--- src/rtl/lr_pkg.sv ---
// Shared types, codes and constants of the line rasterizer.
package lr_pkg;

    // Default geometry
    localparam int COORD_BITS_DEF = 12;
    localparam int FRAC_BITS_DEF  = 16;
    localparam int ALPHA_BITS     = 8;
    localparam int APB_DATA_BITS  = 32;
    localparam int APB_ADDR_BITS  = 3;

    // Input word opcodes
    localparam logic OP_START   = 1'b0;
    localparam logic OP_ADVANCE = 1'b1;

    // Line modes
    localparam logic MODE_ALIASED = 1'b0;
    localparam logic MODE_WU      = 1'b1;

    // Register select (word address bit of paddr)
    localparam logic REG_LINE_MODE    = 1'b0;
    localparam logic REG_STROKE_ALPHA = 1'b1;

    // Line walk phases
    localparam logic [1:0] PH_WU_FIRST = 2'd0;
    localparam logic [1:0] PH_WU_LAST  = 2'd1;
    localparam logic [1:0] PH_WU_MID   = 2'd2;
    localparam logic [1:0] PH_BRES     = 2'd3;

    // Commands from controller to datapath
    typedef struct packed {
        logic load;       // latch a new line from the input word
        logic adv;        // produce the next pixel word(s)
        logic div_step;   // one gradient divider iteration
        logic div_first;  // first divider iteration (no remainder shift)
        logic div_fin;    // form slope and minor accumulator
        logic sel;        // result slot shown on the output
    } t_cmd;

    // Status from datapath to controller
    typedef struct packed {
        logic       busy;
        logic [1:0] n_res;  // words that an advance would produce now
    } t_sts;

endpackage

--- src/rtl/lr_ctrl.sv ---
// Controller: handshakes, divider sequencing and result word count.
module lr_ctrl
    import lr_pkg::*;
#(
    parameter int FRAC_BITS = FRAC_BITS_DEF
) (
    input  logic i_clk,
    input  logic i_rst_n,
    input  logic i_in_valid,
    output logic o_in_ready,
    input  logic i_opcode,
    input  logic i_line_mode,
    output logic o_out_valid,
    input  logic i_out_ready,
    input  t_sts i_sts,
    output t_cmd o_cmd
);

    localparam int CNT_BITS = $clog2(FRAC_BITS + 1);
    localparam logic [CNT_BITS-1:0] DIV_LAST = CNT_BITS'(FRAC_BITS);

    localparam logic [1:0] ST_IDLE = 2'd0;
    localparam logic [1:0] ST_DIV  = 2'd1;
    localparam logic [1:0] ST_FIN  = 2'd2;

    logic [1:0]          r_state, n_state;
    logic [1:0]          r_pend, n_pend;
    logic                r_head, n_head;
    logic [CNT_BITS-1:0] r_cnt, n_cnt;
    logic                w_out_fire;
    logic                w_in_fire;

    assign o_out_valid = (r_pend != 2'd0);
    assign w_out_fire  = o_out_valid & i_out_ready;
    // take a new word once the last pending result leaves
    assign o_in_ready  = (r_state == ST_IDLE) &&
                         ((r_pend == 2'd0) || ((r_pend == 2'd1) && w_out_fire));
    assign w_in_fire   = i_in_valid & o_in_ready;

    // Next state and commands
    always_comb begin
        n_state         = r_state;
        n_pend          = r_pend;
        n_head          = r_head;
        n_cnt           = r_cnt;
        o_cmd           = '0;
        o_cmd.sel       = r_head;
        o_cmd.load      = w_in_fire && (i_opcode == OP_START);
        o_cmd.adv       = w_in_fire && (i_opcode == OP_ADVANCE);

        if (w_in_fire) begin
            n_head = 1'b0;
            n_pend = (i_opcode == OP_ADVANCE) ? i_sts.n_res : 2'd0;
        end else if (w_out_fire) begin
            n_head = 1'b1;
            n_pend = r_pend - 2'd1;
        end

        unique case (r_state)
            ST_IDLE: begin
                if (o_cmd.load && (i_line_mode == MODE_WU)) begin
                    n_state = ST_DIV;
                    n_cnt   = '0;
                end
            end
            ST_DIV: begin
                o_cmd.div_step  = 1'b1;
                o_cmd.div_first = (r_cnt == '0);
                n_cnt           = r_cnt + 1'b1;
                if (r_cnt == DIV_LAST) begin
                    n_state = ST_FIN;
                end
            end
            ST_FIN: begin
                o_cmd.div_fin = 1'b1;
                n_state       = ST_IDLE;
            end
            default: begin
                n_state = ST_IDLE;
            end
        endcase
    end

    // Control registers
    always_ff @(posedge i_clk) begin
        if (!i_rst_n) begin
            r_state <= ST_IDLE;
            r_pend  <= 2'd0;
            r_head  <= 1'b0;
            r_cnt   <= '0;
        end else begin
            r_state <= n_state;
            r_pend  <= n_pend;
            r_head  <= n_head;
            r_cnt   <= n_cnt;
        end
    end

endmodule

--- src/rtl/lr_datapath.sv ---
// Datapath: line setup, gradient divider, Bresenham and Wu steppers, result slots.
module lr_datapath
    import lr_pkg::*;
#(
    parameter int COORD_BITS = COORD_BITS_DEF,
    parameter int FRAC_BITS  = FRAC_BITS_DEF
) (
    input  logic                         i_clk,
    input  logic                         i_rst_n,
    input  t_cmd                         i_cmd,
    input  logic                         i_line_mode,
    input  logic [ALPHA_BITS-1:0]        i_stroke_alpha,
    input  logic signed [COORD_BITS-1:0] i_start_x,
    input  logic signed [COORD_BITS-1:0] i_start_y,
    input  logic signed [COORD_BITS-1:0] i_end_x,
    input  logic signed [COORD_BITS-1:0] i_end_y,
    output t_sts                         o_sts,
    output logic signed [COORD_BITS-1:0] o_pixel_x,
    output logic signed [COORD_BITS-1:0] o_pixel_y,
    output logic [ALPHA_BITS-1:0]        o_pixel_alpha,
    output logic                         o_last_pixel
);

    localparam int CB = COORD_BITS;
    localparam int FB = FRAC_BITS;
    localparam int AB = ALPHA_BITS;
    localparam int AW = CB + FB;

    // Line state
    logic               r_busy, n_busy;
    logic [1:0]         r_phase, n_phase;
    logic               r_steep, n_steep;
    logic signed [CB:0] r_cur_major, n_cur_major;
    logic signed [CB-1:0] r_stop_major, n_stop_major;
    logic signed [CB-1:0] r_cur_minor, n_cur_minor;
    logic signed [CB-1:0] r_stop_minor, n_stop_minor;
    logic [AW-1:0]      r_accum, n_accum;
    logic [FB+1:0]      r_slope, n_slope;
    logic signed [CB+2:0] r_err, n_err;
    logic [CB:0]        r_adx, n_adx;
    logic signed [CB+1:0] r_nady, n_nady;
    logic [1:0]         r_signs, n_signs;
    // Divider
    logic [CB-1:0]      r_div_d, n_div_d;
    logic [CB-1:0]      r_rem, n_rem;
    logic [FB:0]        r_quo, n_quo;
    logic               r_ddy_neg, n_ddy_neg;
    // Result slots
    logic signed [CB-1:0] r_px [2];
    logic signed [CB-1:0] r_py [2];
    logic [AB-1:0]        r_pa [2];
    logic                 r_pl [2];

    // Setup terms
    logic signed [CB:0] w_ax, w_ay;
    logic [CB:0]        w_abs_ax, w_abs_ay;
    logic               w_st, w_ord;
    logic signed [CB-1:0] w_a0, w_b0, w_a1, w_b1, w_s0, w_t0, w_s1, w_t1;
    logic signed [CB:0] w_wdx, w_wdy;
    logic [CB:0]        w_wdy_abs;
    // Divider terms
    logic [CB:0]        w_dt, w_dsub;
    logic               w_dge;
    logic [FB:0]        w_mag;
    logic [FB+1:0]      w_slope;
    // Wu terms
    logic [FB-1:0]      w_frac;
    logic signed [CB-1:0] w_whole;
    logic [FB:0]        w_cov_hi;
    logic [AB+FB:0]     w_prod_hi;
    logic [AB+FB-1:0]   w_prod_lo;
    logic signed [CB:0] w_stop_ext, w_cur_inc;
    // Bresenham terms
    logic signed [CB+3:0] w_e2;
    logic               w_maj_eq, w_min_eq, w_at_end, w_c1, w_c2, w_upd1, w_upd2, w_done;
    logic signed [CB+2:0] w_add1, w_add2;
    // Slot contents before axis mapping
    logic signed [CB-1:0] w_maj [2];
    logic signed [CB-1:0] w_min [2];
    logic [AB-1:0]        w_alp [2];
    logic                 w_lst [2];
    logic                 w_map_steep;

    // Status
    assign o_sts.busy  = r_busy;
    assign o_sts.n_res = !r_busy ? 2'd0 : ((r_phase == PH_BRES) ? 2'd1 : 2'd2);

    // Output slot select
    assign o_pixel_x     = r_px[i_cmd.sel];
    assign o_pixel_y     = r_py[i_cmd.sel];
    assign o_pixel_alpha = r_pa[i_cmd.sel];
    assign o_last_pixel  = r_pl[i_cmd.sel];

    // Endpoint deltas, steepness and x-major ordering
    assign w_ax     = {i_end_x[CB-1], i_end_x} - {i_start_x[CB-1], i_start_x};
    assign w_ay     = {i_end_y[CB-1], i_end_y} - {i_start_y[CB-1], i_start_y};
    assign w_abs_ax = w_ax[CB] ? (~w_ax + 1'b1) : w_ax;
    assign w_abs_ay = w_ay[CB] ? (~w_ay + 1'b1) : w_ay;
    assign w_st     = w_abs_ay > w_abs_ax;
    assign w_a0     = w_st ? i_start_y : i_start_x;
    assign w_b0     = w_st ? i_start_x : i_start_y;
    assign w_a1     = w_st ? i_end_y : i_end_x;
    assign w_b1     = w_st ? i_end_x : i_end_y;
    assign w_ord    = w_a0 > w_a1;
    assign w_s0     = w_ord ? w_a1 : w_a0;
    assign w_t0     = w_ord ? w_b1 : w_b0;
    assign w_s1     = w_ord ? w_a0 : w_a1;
    assign w_t1     = w_ord ? w_b0 : w_b1;
    assign w_wdx    = {w_s1[CB-1], w_s1} - {w_s0[CB-1], w_s0};
    assign w_wdy    = {w_t1[CB-1], w_t1} - {w_t0[CB-1], w_t0};
    assign w_wdy_abs = w_wdy[CB] ? (~w_wdy + 1'b1) : w_wdy;

    // One restoring divide iteration; the remainder stays below the divisor
    assign w_dt   = i_cmd.div_first ? {1'b0, r_rem} : {r_rem, 1'b0};
    assign w_dge  = w_dt >= {1'b0, r_div_d};
    assign w_dsub = w_dt - {1'b0, r_div_d};

    // Signed slope; a single-point line takes gradient one
    assign w_mag   = (r_div_d == '0) ? {1'b1, {FB{1'b0}}} : r_quo;
    assign w_slope = r_ddy_neg ? (~{1'b0, w_mag} + 1'b1) : {1'b0, w_mag};

    // Interior column coverage
    assign w_frac    = r_accum[FB-1:0];
    assign w_whole   = r_accum[AW-1:FB];
    assign w_cov_hi  = {1'b1, {FB{1'b0}}} - {1'b0, w_frac};
    assign w_prod_hi = {{(FB+1){1'b0}}, i_stroke_alpha} * {{AB{1'b0}}, w_cov_hi};
    assign w_prod_lo = {{FB{1'b0}}, i_stroke_alpha} * {{AB{1'b0}}, w_frac};
    assign w_stop_ext = {r_stop_major[CB-1], r_stop_major};
    assign w_cur_inc  = r_cur_major + 1'b1;

    // Bresenham step decisions
    assign w_e2     = {r_err, 1'b0};
    assign w_maj_eq = r_cur_major[CB-1:0] == r_stop_major;
    assign w_min_eq = r_cur_minor == r_stop_minor;
    assign w_at_end = w_maj_eq & w_min_eq;
    assign w_c1     = w_e2 >= $signed({{2{r_nady[CB+1]}}, r_nady});
    assign w_c2     = w_e2 <= $signed({3'b000, r_adx});
    assign w_upd1   = !w_at_end & w_c1 & !w_maj_eq;
    assign w_upd2   = !w_at_end & !(w_c1 & w_maj_eq) & w_c2 & !w_min_eq;
    assign w_done   = w_at_end | (w_c1 & w_maj_eq) | (!(w_c1 & w_maj_eq) & w_c2 & w_min_eq);
    assign w_add1   = w_upd1 ? {r_nady[CB+1], r_nady} : '0;
    assign w_add2   = w_upd2 ? $signed({2'b00, r_adx}) : '0;

    // Next line state and slot contents
    always_comb begin
        n_busy       = r_busy;
        n_phase      = r_phase;
        n_steep      = r_steep;
        n_cur_major  = r_cur_major;
        n_stop_major = r_stop_major;
        n_cur_minor  = r_cur_minor;
        n_stop_minor = r_stop_minor;
        n_accum      = r_accum;
        n_slope      = r_slope;
        n_err        = r_err;
        n_adx        = r_adx;
        n_nady       = r_nady;
        n_signs      = r_signs;
        n_div_d      = r_div_d;
        n_rem        = r_rem;
        n_quo        = r_quo;
        n_ddy_neg    = r_ddy_neg;
        w_maj[0]     = r_cur_major[CB-1:0];
        w_min[0]     = r_cur_minor;
        w_alp[0]     = i_stroke_alpha;
        w_lst[0]     = 1'b0;
        w_maj[1]     = r_cur_major[CB-1:0];
        w_min[1]     = r_cur_minor + 1'b1;
        w_alp[1]     = '0;
        w_lst[1]     = 1'b0;

        if (i_cmd.load) begin
            n_busy = 1'b1;
            if (i_line_mode == MODE_ALIASED) begin
                n_phase      = PH_BRES;
                n_steep      = 1'b0;
                n_adx        = w_abs_ax;
                n_nady       = ~{1'b0, w_abs_ay} + 1'b1;
                n_signs      = {!(i_start_y < i_end_y), !(i_start_x < i_end_x)};
                n_err        = $signed({2'b00, w_abs_ax}) - $signed({2'b00, w_abs_ay});
                n_cur_major  = {i_start_x[CB-1], i_start_x};
                n_cur_minor  = i_start_y;
                n_stop_major = i_end_x;
                n_stop_minor = i_end_y;
            end else begin
                n_phase      = PH_WU_FIRST;
                n_steep      = w_st;
                n_cur_major  = {w_s0[CB-1], w_s0};
                n_cur_minor  = w_t0;
                n_stop_major = w_s1;
                n_stop_minor = w_t1;
                n_div_d      = w_wdx[CB-1:0];
                n_rem        = w_wdy_abs[CB-1:0];
                n_quo        = '0;
                n_ddy_neg    = w_wdy[CB];
            end
        end

        if (i_cmd.div_step) begin
            n_rem = w_dge ? w_dsub[CB-1:0] : w_dt[CB-1:0];
            n_quo = {r_quo[FB-1:0], w_dge};
        end

        if (i_cmd.div_fin) begin
            n_slope = w_slope;
            n_accum = {r_cur_minor, {FB{1'b0}}} + {{(CB-2){w_slope[FB+1]}}, w_slope};
        end

        if (i_cmd.adv && r_busy) begin
            unique case (r_phase)
                PH_WU_FIRST: begin
                    w_alp[0]    = i_stroke_alpha >> 1;
                    n_cur_major = w_cur_inc;
                    n_phase     = PH_WU_LAST;
                end
                PH_WU_LAST: begin
                    w_maj[0] = r_stop_major;
                    w_min[0] = r_stop_minor;
                    w_alp[0] = i_stroke_alpha >> 1;
                    w_maj[1] = r_stop_major;
                    w_min[1] = r_stop_minor + 1'b1;
                    w_lst[1] = !(r_cur_major < w_stop_ext);
                    if (!(r_cur_major < w_stop_ext)) begin
                        n_busy = 1'b0;
                    end else begin
                        n_phase = PH_WU_MID;
                    end
                end
                PH_WU_MID: begin
                    w_min[0]    = w_whole;
                    w_alp[0]    = w_prod_hi[AB+FB-1:FB];
                    w_min[1]    = w_whole + 1'b1;
                    w_alp[1]    = w_prod_lo[AB+FB-1:FB];
                    w_lst[1]    = !(w_cur_inc < w_stop_ext);
                    n_cur_major = w_cur_inc;
                    n_accum     = r_accum + {{(CB-2){r_slope[FB+1]}}, r_slope};
                    if (!(w_cur_inc < w_stop_ext)) begin
                        n_busy = 1'b0;
                    end
                end
                PH_BRES: begin
                    w_lst[0] = w_done;
                    n_err    = r_err + w_add1 + w_add2;
                    if (w_upd1) begin
                        n_cur_major = r_cur_major + (r_signs[0] ? '1 : (CB+1)'(1));
                    end
                    if (w_upd2) begin
                        n_cur_minor = r_cur_minor + (r_signs[1] ? '1 : CB'(1));
                    end
                    if (w_done) begin
                        n_busy = 1'b0;
                    end
                end
                default: begin
                    n_busy = 1'b0;
                end
            endcase
        end
    end

    // Swap back to screen axes for steep Wu lines
    assign w_map_steep = r_steep;

    // Control state
    always_ff @(posedge i_clk) begin
        if (!i_rst_n) begin
            r_busy  <= 1'b0;
            r_phase <= PH_WU_FIRST;
            r_steep <= 1'b0;
        end else begin
            r_busy  <= n_busy;
            r_phase <= n_phase;
            r_steep <= n_steep;
        end
    end

    // Line payload
    always_ff @(posedge i_clk) begin
        r_cur_major  <= n_cur_major;
        r_stop_major <= n_stop_major;
        r_cur_minor  <= n_cur_minor;
        r_stop_minor <= n_stop_minor;
        r_accum      <= n_accum;
        r_slope      <= n_slope;
        r_err        <= n_err;
        r_adx        <= n_adx;
        r_nady       <= n_nady;
        r_signs      <= n_signs;
        r_div_d      <= n_div_d;
        r_rem        <= n_rem;
        r_quo        <= n_quo;
        r_ddy_neg    <= n_ddy_neg;
    end

    // Capture result words on an advance
    always_ff @(posedge i_clk) begin
        if (i_cmd.adv) begin
            for (int k = 0; k < 2; k++) begin
                r_px[k] <= w_map_steep ? w_min[k] : w_maj[k];
                r_py[k] <= w_map_steep ? w_maj[k] : w_min[k];
                r_pa[k] <= w_alp[k];
                r_pl[k] <= w_lst[k];
            end
        end
    end

endmodule

--- src/rtl/line_rasterizer.sv ---
// Line rasterizer top level: register port, controller and datapath.
//
// A start word loads two endpoints and produces no output; an advance word
// produces the next pixel word(s) of the line, the final one flagged by
// last_pixel. In aliased mode each advance gives one pixel, so with the
// output taken at once a new advance is accepted every cycle. In
// antialiased mode a start keeps the input stalled through the accept, the
// FRAC_BITS + 1 iterations of the bit-serial gradient divider and the step
// that forms the slope; each advance then gives two words through the
// two-entry result register. The next input word is accepted in the cycle
// the last pending result word is taken. Mode is latched at start;
// stroke_alpha is sampled at each advance.
module line_rasterizer
    import lr_pkg::*;
#(
    parameter int COORD_BITS = COORD_BITS_DEF,
    parameter int FRAC_BITS  = FRAC_BITS_DEF
) (
    input  logic                         i_clk,
    input  logic                         i_rst_n,
    // APB-style register port
    input  logic                         psel,
    input  logic                         penable,
    input  logic                         pwrite,
    input  logic [APB_ADDR_BITS-1:0]     paddr,
    input  logic [APB_DATA_BITS-1:0]     pwdata,
    output logic [APB_DATA_BITS-1:0]     prdata,
    output logic                         pready,
    // Input words
    input  logic                         i_in_valid,
    output logic                         o_in_ready,
    input  logic                         i_opcode,
    input  logic signed [COORD_BITS-1:0] i_start_x,
    input  logic signed [COORD_BITS-1:0] i_start_y,
    input  logic signed [COORD_BITS-1:0] i_end_x,
    input  logic signed [COORD_BITS-1:0] i_end_y,
    // Output words
    output logic                         o_out_valid,
    input  logic                         i_out_ready,
    output logic signed [COORD_BITS-1:0] o_pixel_x,
    output logic signed [COORD_BITS-1:0] o_pixel_y,
    output logic [ALPHA_BITS-1:0]        o_pixel_alpha,
    output logic                         o_last_pixel
);

    logic                  r_line_mode;
    logic [ALPHA_BITS-1:0] r_stroke_alpha;
    logic                  w_cfg_wr;
    t_cmd                  w_cmd;
    t_sts                  w_sts;

    // Register writes complete in the access phase
    assign pready   = 1'b1;
    assign w_cfg_wr = psel & penable & pwrite;

    always_ff @(posedge i_clk) begin
        if (!i_rst_n) begin
            r_line_mode    <= MODE_WU;
            r_stroke_alpha <= '0;
        end else if (w_cfg_wr) begin
            unique case (paddr[2])
                REG_LINE_MODE:    r_line_mode    <= pwdata[0];
                REG_STROKE_ALPHA: r_stroke_alpha <= pwdata[ALPHA_BITS-1:0];
                default:          r_line_mode    <= r_line_mode;
            endcase
        end
    end

    // Register readback
    always_comb begin
        unique case (paddr[2])
            REG_LINE_MODE:    prdata = {{(APB_DATA_BITS-1){1'b0}}, r_line_mode};
            REG_STROKE_ALPHA: prdata = {{(APB_DATA_BITS-ALPHA_BITS){1'b0}}, r_stroke_alpha};
            default:          prdata = '0;
        endcase
    end

    lr_ctrl #(
        .FRAC_BITS (FRAC_BITS)
    ) u_ctrl (
        .i_clk       (i_clk),
        .i_rst_n     (i_rst_n),
        .i_in_valid  (i_in_valid),
        .o_in_ready  (o_in_ready),
        .i_opcode    (i_opcode),
        .i_line_mode (r_line_mode),
        .o_out_valid (o_out_valid),
        .i_out_ready (i_out_ready),
        .i_sts       (w_sts),
        .o_cmd       (w_cmd)
    );

    lr_datapath #(
        .COORD_BITS (COORD_BITS),
        .FRAC_BITS  (FRAC_BITS)
    ) u_datapath (
        .i_clk          (i_clk),
        .i_rst_n        (i_rst_n),
        .i_cmd          (w_cmd),
        .i_line_mode    (r_line_mode),
        .i_stroke_alpha (r_stroke_alpha),
        .i_start_x      (i_start_x),
        .i_start_y      (i_start_y),
        .i_end_x        (i_end_x),
        .i_end_y        (i_end_y),
        .o_sts          (w_sts),
        .o_pixel_x      (o_pixel_x),
        .o_pixel_y      (o_pixel_y),
        .o_pixel_alpha  (o_pixel_alpha),
        .o_last_pixel   (o_last_pixel)
    );

endmodule
--- config.mk ---
export PLATFORM = sky130hd
export DESIGN_NAME = line_rasterizer
export DESIGN_NICKNAME = d
export VERILOG_FILES = /design/src/rtl/lr_pkg.sv /design/src/rtl/lr_ctrl.sv /design/src/rtl/lr_datapath.sv /design/src/rtl/line_rasterizer.sv
export SDC_FILE = /design/constraint.sdc
export NUM_CORES = 2
export LEC_CHECK = 0
export ABC_AREA = 1
export BUFFER_PORTS_ARGS = -buffer_cell sky130_fd_sc_hd__buf_2
export CORE_MARGIN = 5
export CORE_UTILIZATION = 60
export CTS_BUF_LIST = sky130_fd_sc_hd__clkbuf_16
export CTS_CLUSTER_DIAMETER = 60
export DETAILED_ROUTE_END_ITERATION = 8
export PLACE_DENSITY = 0.89
export SYNTH_ARGS = -nofsm -noshare
export SYNTH_HDL_FRONTEND = slang
export SYNTH_HIERARCHICAL = 1
export SYNTH_SLANG_ARGS = --single-unit
--- constraint.sdc ---
create_clock -name i_clk -period 11.3 [get_ports i_clk]
set_clock_uncertainty 0.15 [all_clocks]
set_input_delay 1.13 -clock i_clk [delete_from_list [all_inputs] [get_ports i_clk]]
set_output_delay 1.13 -clock i_clk [all_outputs]
set_load 0.05 [all_outputs]
==> summary.md <==
| Metric | Value |
|---|---|
| Setup TNS | `0 ns` |
| Area grow syn2layout | `6.02%` |
| Clk sink count | `270` |
| Clock latency reported for the late side of the worst-skew pair | `0.55 ns` |
| Synth Warn # | `6` |
| DRC | `0` |
| Worst-path clk slew | `0.06 ns` |
| Vias in the first global route | `28600` |
| Hold_sp | `u_ctrl/r_cnt[3]` |
| Routed len/inst | `17.1 um` |
| TritonCTS clock tree | `built` |
| Initial Util | `60.8%` |
| Initial DRC Count | `3337` |
| Slew HR | `27.6%` |
| Max stage delay cell, worst path | `nand2_4` |
| Die footprint | `0.0582 mm^2` |
| H-tree Lvls | `2` |
| Outcome | `completed` |
| GR Overflow Total | `0` |
| Core area | `0.0528 mm^2` |
| Worst Setup Start Kind | `input pin` |
| Initial antenna violation count | `6` |
| CP endpoint kind | `flip-flop` |
| CP arrival | `10.34 ns` |
| Die Wd | `241 um` |
| CP Max Fanout | `96` |
| Cts-stage hold buffer count | `0` |
| Total GRT Usage | `29.8%` |
| Fin. Hold Viols | `0` |
| RSZ-0062 raised after global routing | `false` |
| Pre-antenna DRT Iters | `6` |
| Hold-critical path endpoint | `u_ctrl/r_cnt[3]` |
| Postcts setup bufs | `0` |
| Worst-margin pin slew | `1.08 ns` |
| Root Buffer | `clkbuf_16` |
| Max stage delay on crit path | `0.75 ns` |
| ANT nets after route | `0` |
| Syn Std Cell Area | `0.0321 mm^2` |
| Power per standard cell area | `322 mW/mm^2` |
| HP Class | `reg2reg` |
| Final count of pins violating max slew | `0` |
| Worst r2r src | `u_datapath/r_accum[1]` |
| Die Height | `241 um` |
| Max cap viols | `0` |
| Maximum number of pins on one net before global-route repair | `97` |
| Syn Area/Cell | `7.22 um^2` |
| GPL Wtd Cong | `1.02` |
| Peak VDD IR | `0.410 mV` |
| FMAX | `0.0979 GHz` |
| Final setup viols | `0` |
| Reg2reg setup slack | `3.99 ns` |
| Layout cell share with drive strength beyond 1 | `7.34%` |
| R2R cell count | `36` |
| WL final | `88700 um` |
| Placement row count | `84` |
| Pre-CTS WS | `0.974 ns` |
| Fin cells | `5176` |
| Number of vias per cell | `5.80` |
| Kind of critical path | `in2reg` |
| Placed Cells | `5108` |
| Final net count | `5034` |
| Min Hold Slack | `0.352 ns` |
| Cts repair resizes | `0` |
| Worst endpoint required time | `11.43 ns` |
| Input/output buffers | `107` |
| Post-Synthesis Cells | `4444` |
| TritonCTS Buffers | `35` |
| Ports | `159` |
| Global-route wire length before repair | `142000 um` |
| Vias | `30000` |
| Final worst slack | `1.09 ns` |
| R2r endpoint | `u_datapath/r_pa[0][7]` |
| Total power | `11.0 mW` |
| Clock buffer depth | `3` |
| Crit path time final | `10.21 ns` |
| Hold depth | `2` |
| Post-DP HPWL | `68000 um` |
| Pleak | `17.4 nW` |
| Final period util | `90.4%` |
layout make-up:
class	count	area (um^2)
Sequential cell	270	7200
Antenna cell	5	12.5
Clock buffer	35	876
Fill cell	4378	18800
Multi-Input combinational cell	3238	21100
Tap cell	688	861
Timing Repair Buffer	132	723
Clock inverter	28	269
Inverter	780	2940
where the power goes:
part	internal, mW	leakage [nW]	switching (mW)
sequential	1.60	2.41	0.346
clock	0.662	0.580	0.452
combinational	2.58	14.4	5.32
total	4.84	17.4	6.12
routing by layer:
| metal | vias up | GRT usage, % | part of all wire, % | routed length, um |
|---|---|---|---|---|
| met1 | 13900 | 39.8 | 40 | 35200 |
| met3 | 259 | 5.12 | 10 | 9280 |
| met2 | 1495 | 48.3 | 45 | 40300 |
| met4 | 4 | 12.6 | 4.5 | 3970 |
| li1 | 14300 | - | - | - |
| met5 | - | 0 | 0.030 | 27 |
flip-flops by register name, summed over array words and instances (netlist names), 5 cells and up:
register                 cells
u_ctrl/r_cnt                 5
u_datapath/r_px             24
u_datapath/r_stop_major     12
u_datapath/r_err            15
r_stroke_alpha               8
u_datapath/r_accum          28
u_datapath/r_stop_minor     12
u_datapath/r_adx            13
u_datapath/r_slope          18
u_datapath/r_nady           14
u_datapath/r_cur_major      13
u_datapath/r_div_d          12
u_datapath/r_quo            17
u_datapath/r_pa             16
u_datapath/r_cur_minor      12
u_datapath/r_py             24
u_datapath/r_rem            12
placed cells by master, fill, tap and decap left out, types with 7 or more instances in the layout:
| cell type | count |
|---|---|
| a41oi_1 | 8 |
| conb_1 | 25 |
| inv_1 | 768 |
| nand3b_1 | 8 |
| o221ai_1 | 15 |
| ha_1 | 293 |
| mux2_2 | 33 |
| dfxtp_1 | 90 |
| nor2_2 | 10 |
| nand4_1 | 42 |
| xnor2_1 | 39 |
| nor4_1 | 11 |
| xor2_1 | 93 |
| o21ai_1 | 30 |
| nand2_2 | 36 |
| nand3_1 | 222 |
| clkinv_1 | 14 |
| o21bai_1 | 16 |
| and2_1 | 11 |
| edfxtp_1 | 179 |
| inv_2 | 8 |
| o31ai_1 | 10 |
| nand2_1 | 1092 |
| o21a_1 | 12 |
| o211ai_1 | 22 |
| clkbuf_16 | 35 |
| o21ai_0 | 304 |
| a31oi_1 | 21 |
| a21oi_1 | 216 |
| buf_4 | 25 |
| nor2_1 | 307 |
| a22oi_1 | 7 |
| buf_2 | 107 |
| or2_2 | 22 |
| fa_1 | 193 |
| nor3_1 | 43 |
critical path: cells and delay by family:
kind	cells	cell delay, ns
adders and majority gates	6	1.94
xor gates and xnor gates	1	0.33
AOI/OAI and AO/OA	6	1.27
buffers and inverters	9	1.35
and+or+nand+nor	27	4.17
worst max path at each step:
stage | end | slack, ns | startpoint
floorplan | u_datapath/r_rem[4] | 2.04 | i_end_y[0]
global placement | u_datapath/r_rem[2] | 1.25 | i_start_x[0]
detailed placement | u_datapath/r_rem[11] | 0.97 | i_end_y[0]
CTS | u_datapath/r_rem[11] | 1.47 | i_end_y[0]
global route | u_datapath/r_rem[11] | 0.31 | i_end_y[0]
finish | u_datapath/r_rem[11] | 1.09 | i_end_y[0]
per-stage QoR:
step                cell area, um^2  util, %
floorplan                     32200        -
global placement              32900     62.3
detailed placement            32900     62.3
CTS                           34000     64.4
global route                  34000     64.4
finish                        34000     64.5
Power figures use the tool's default switching activity.
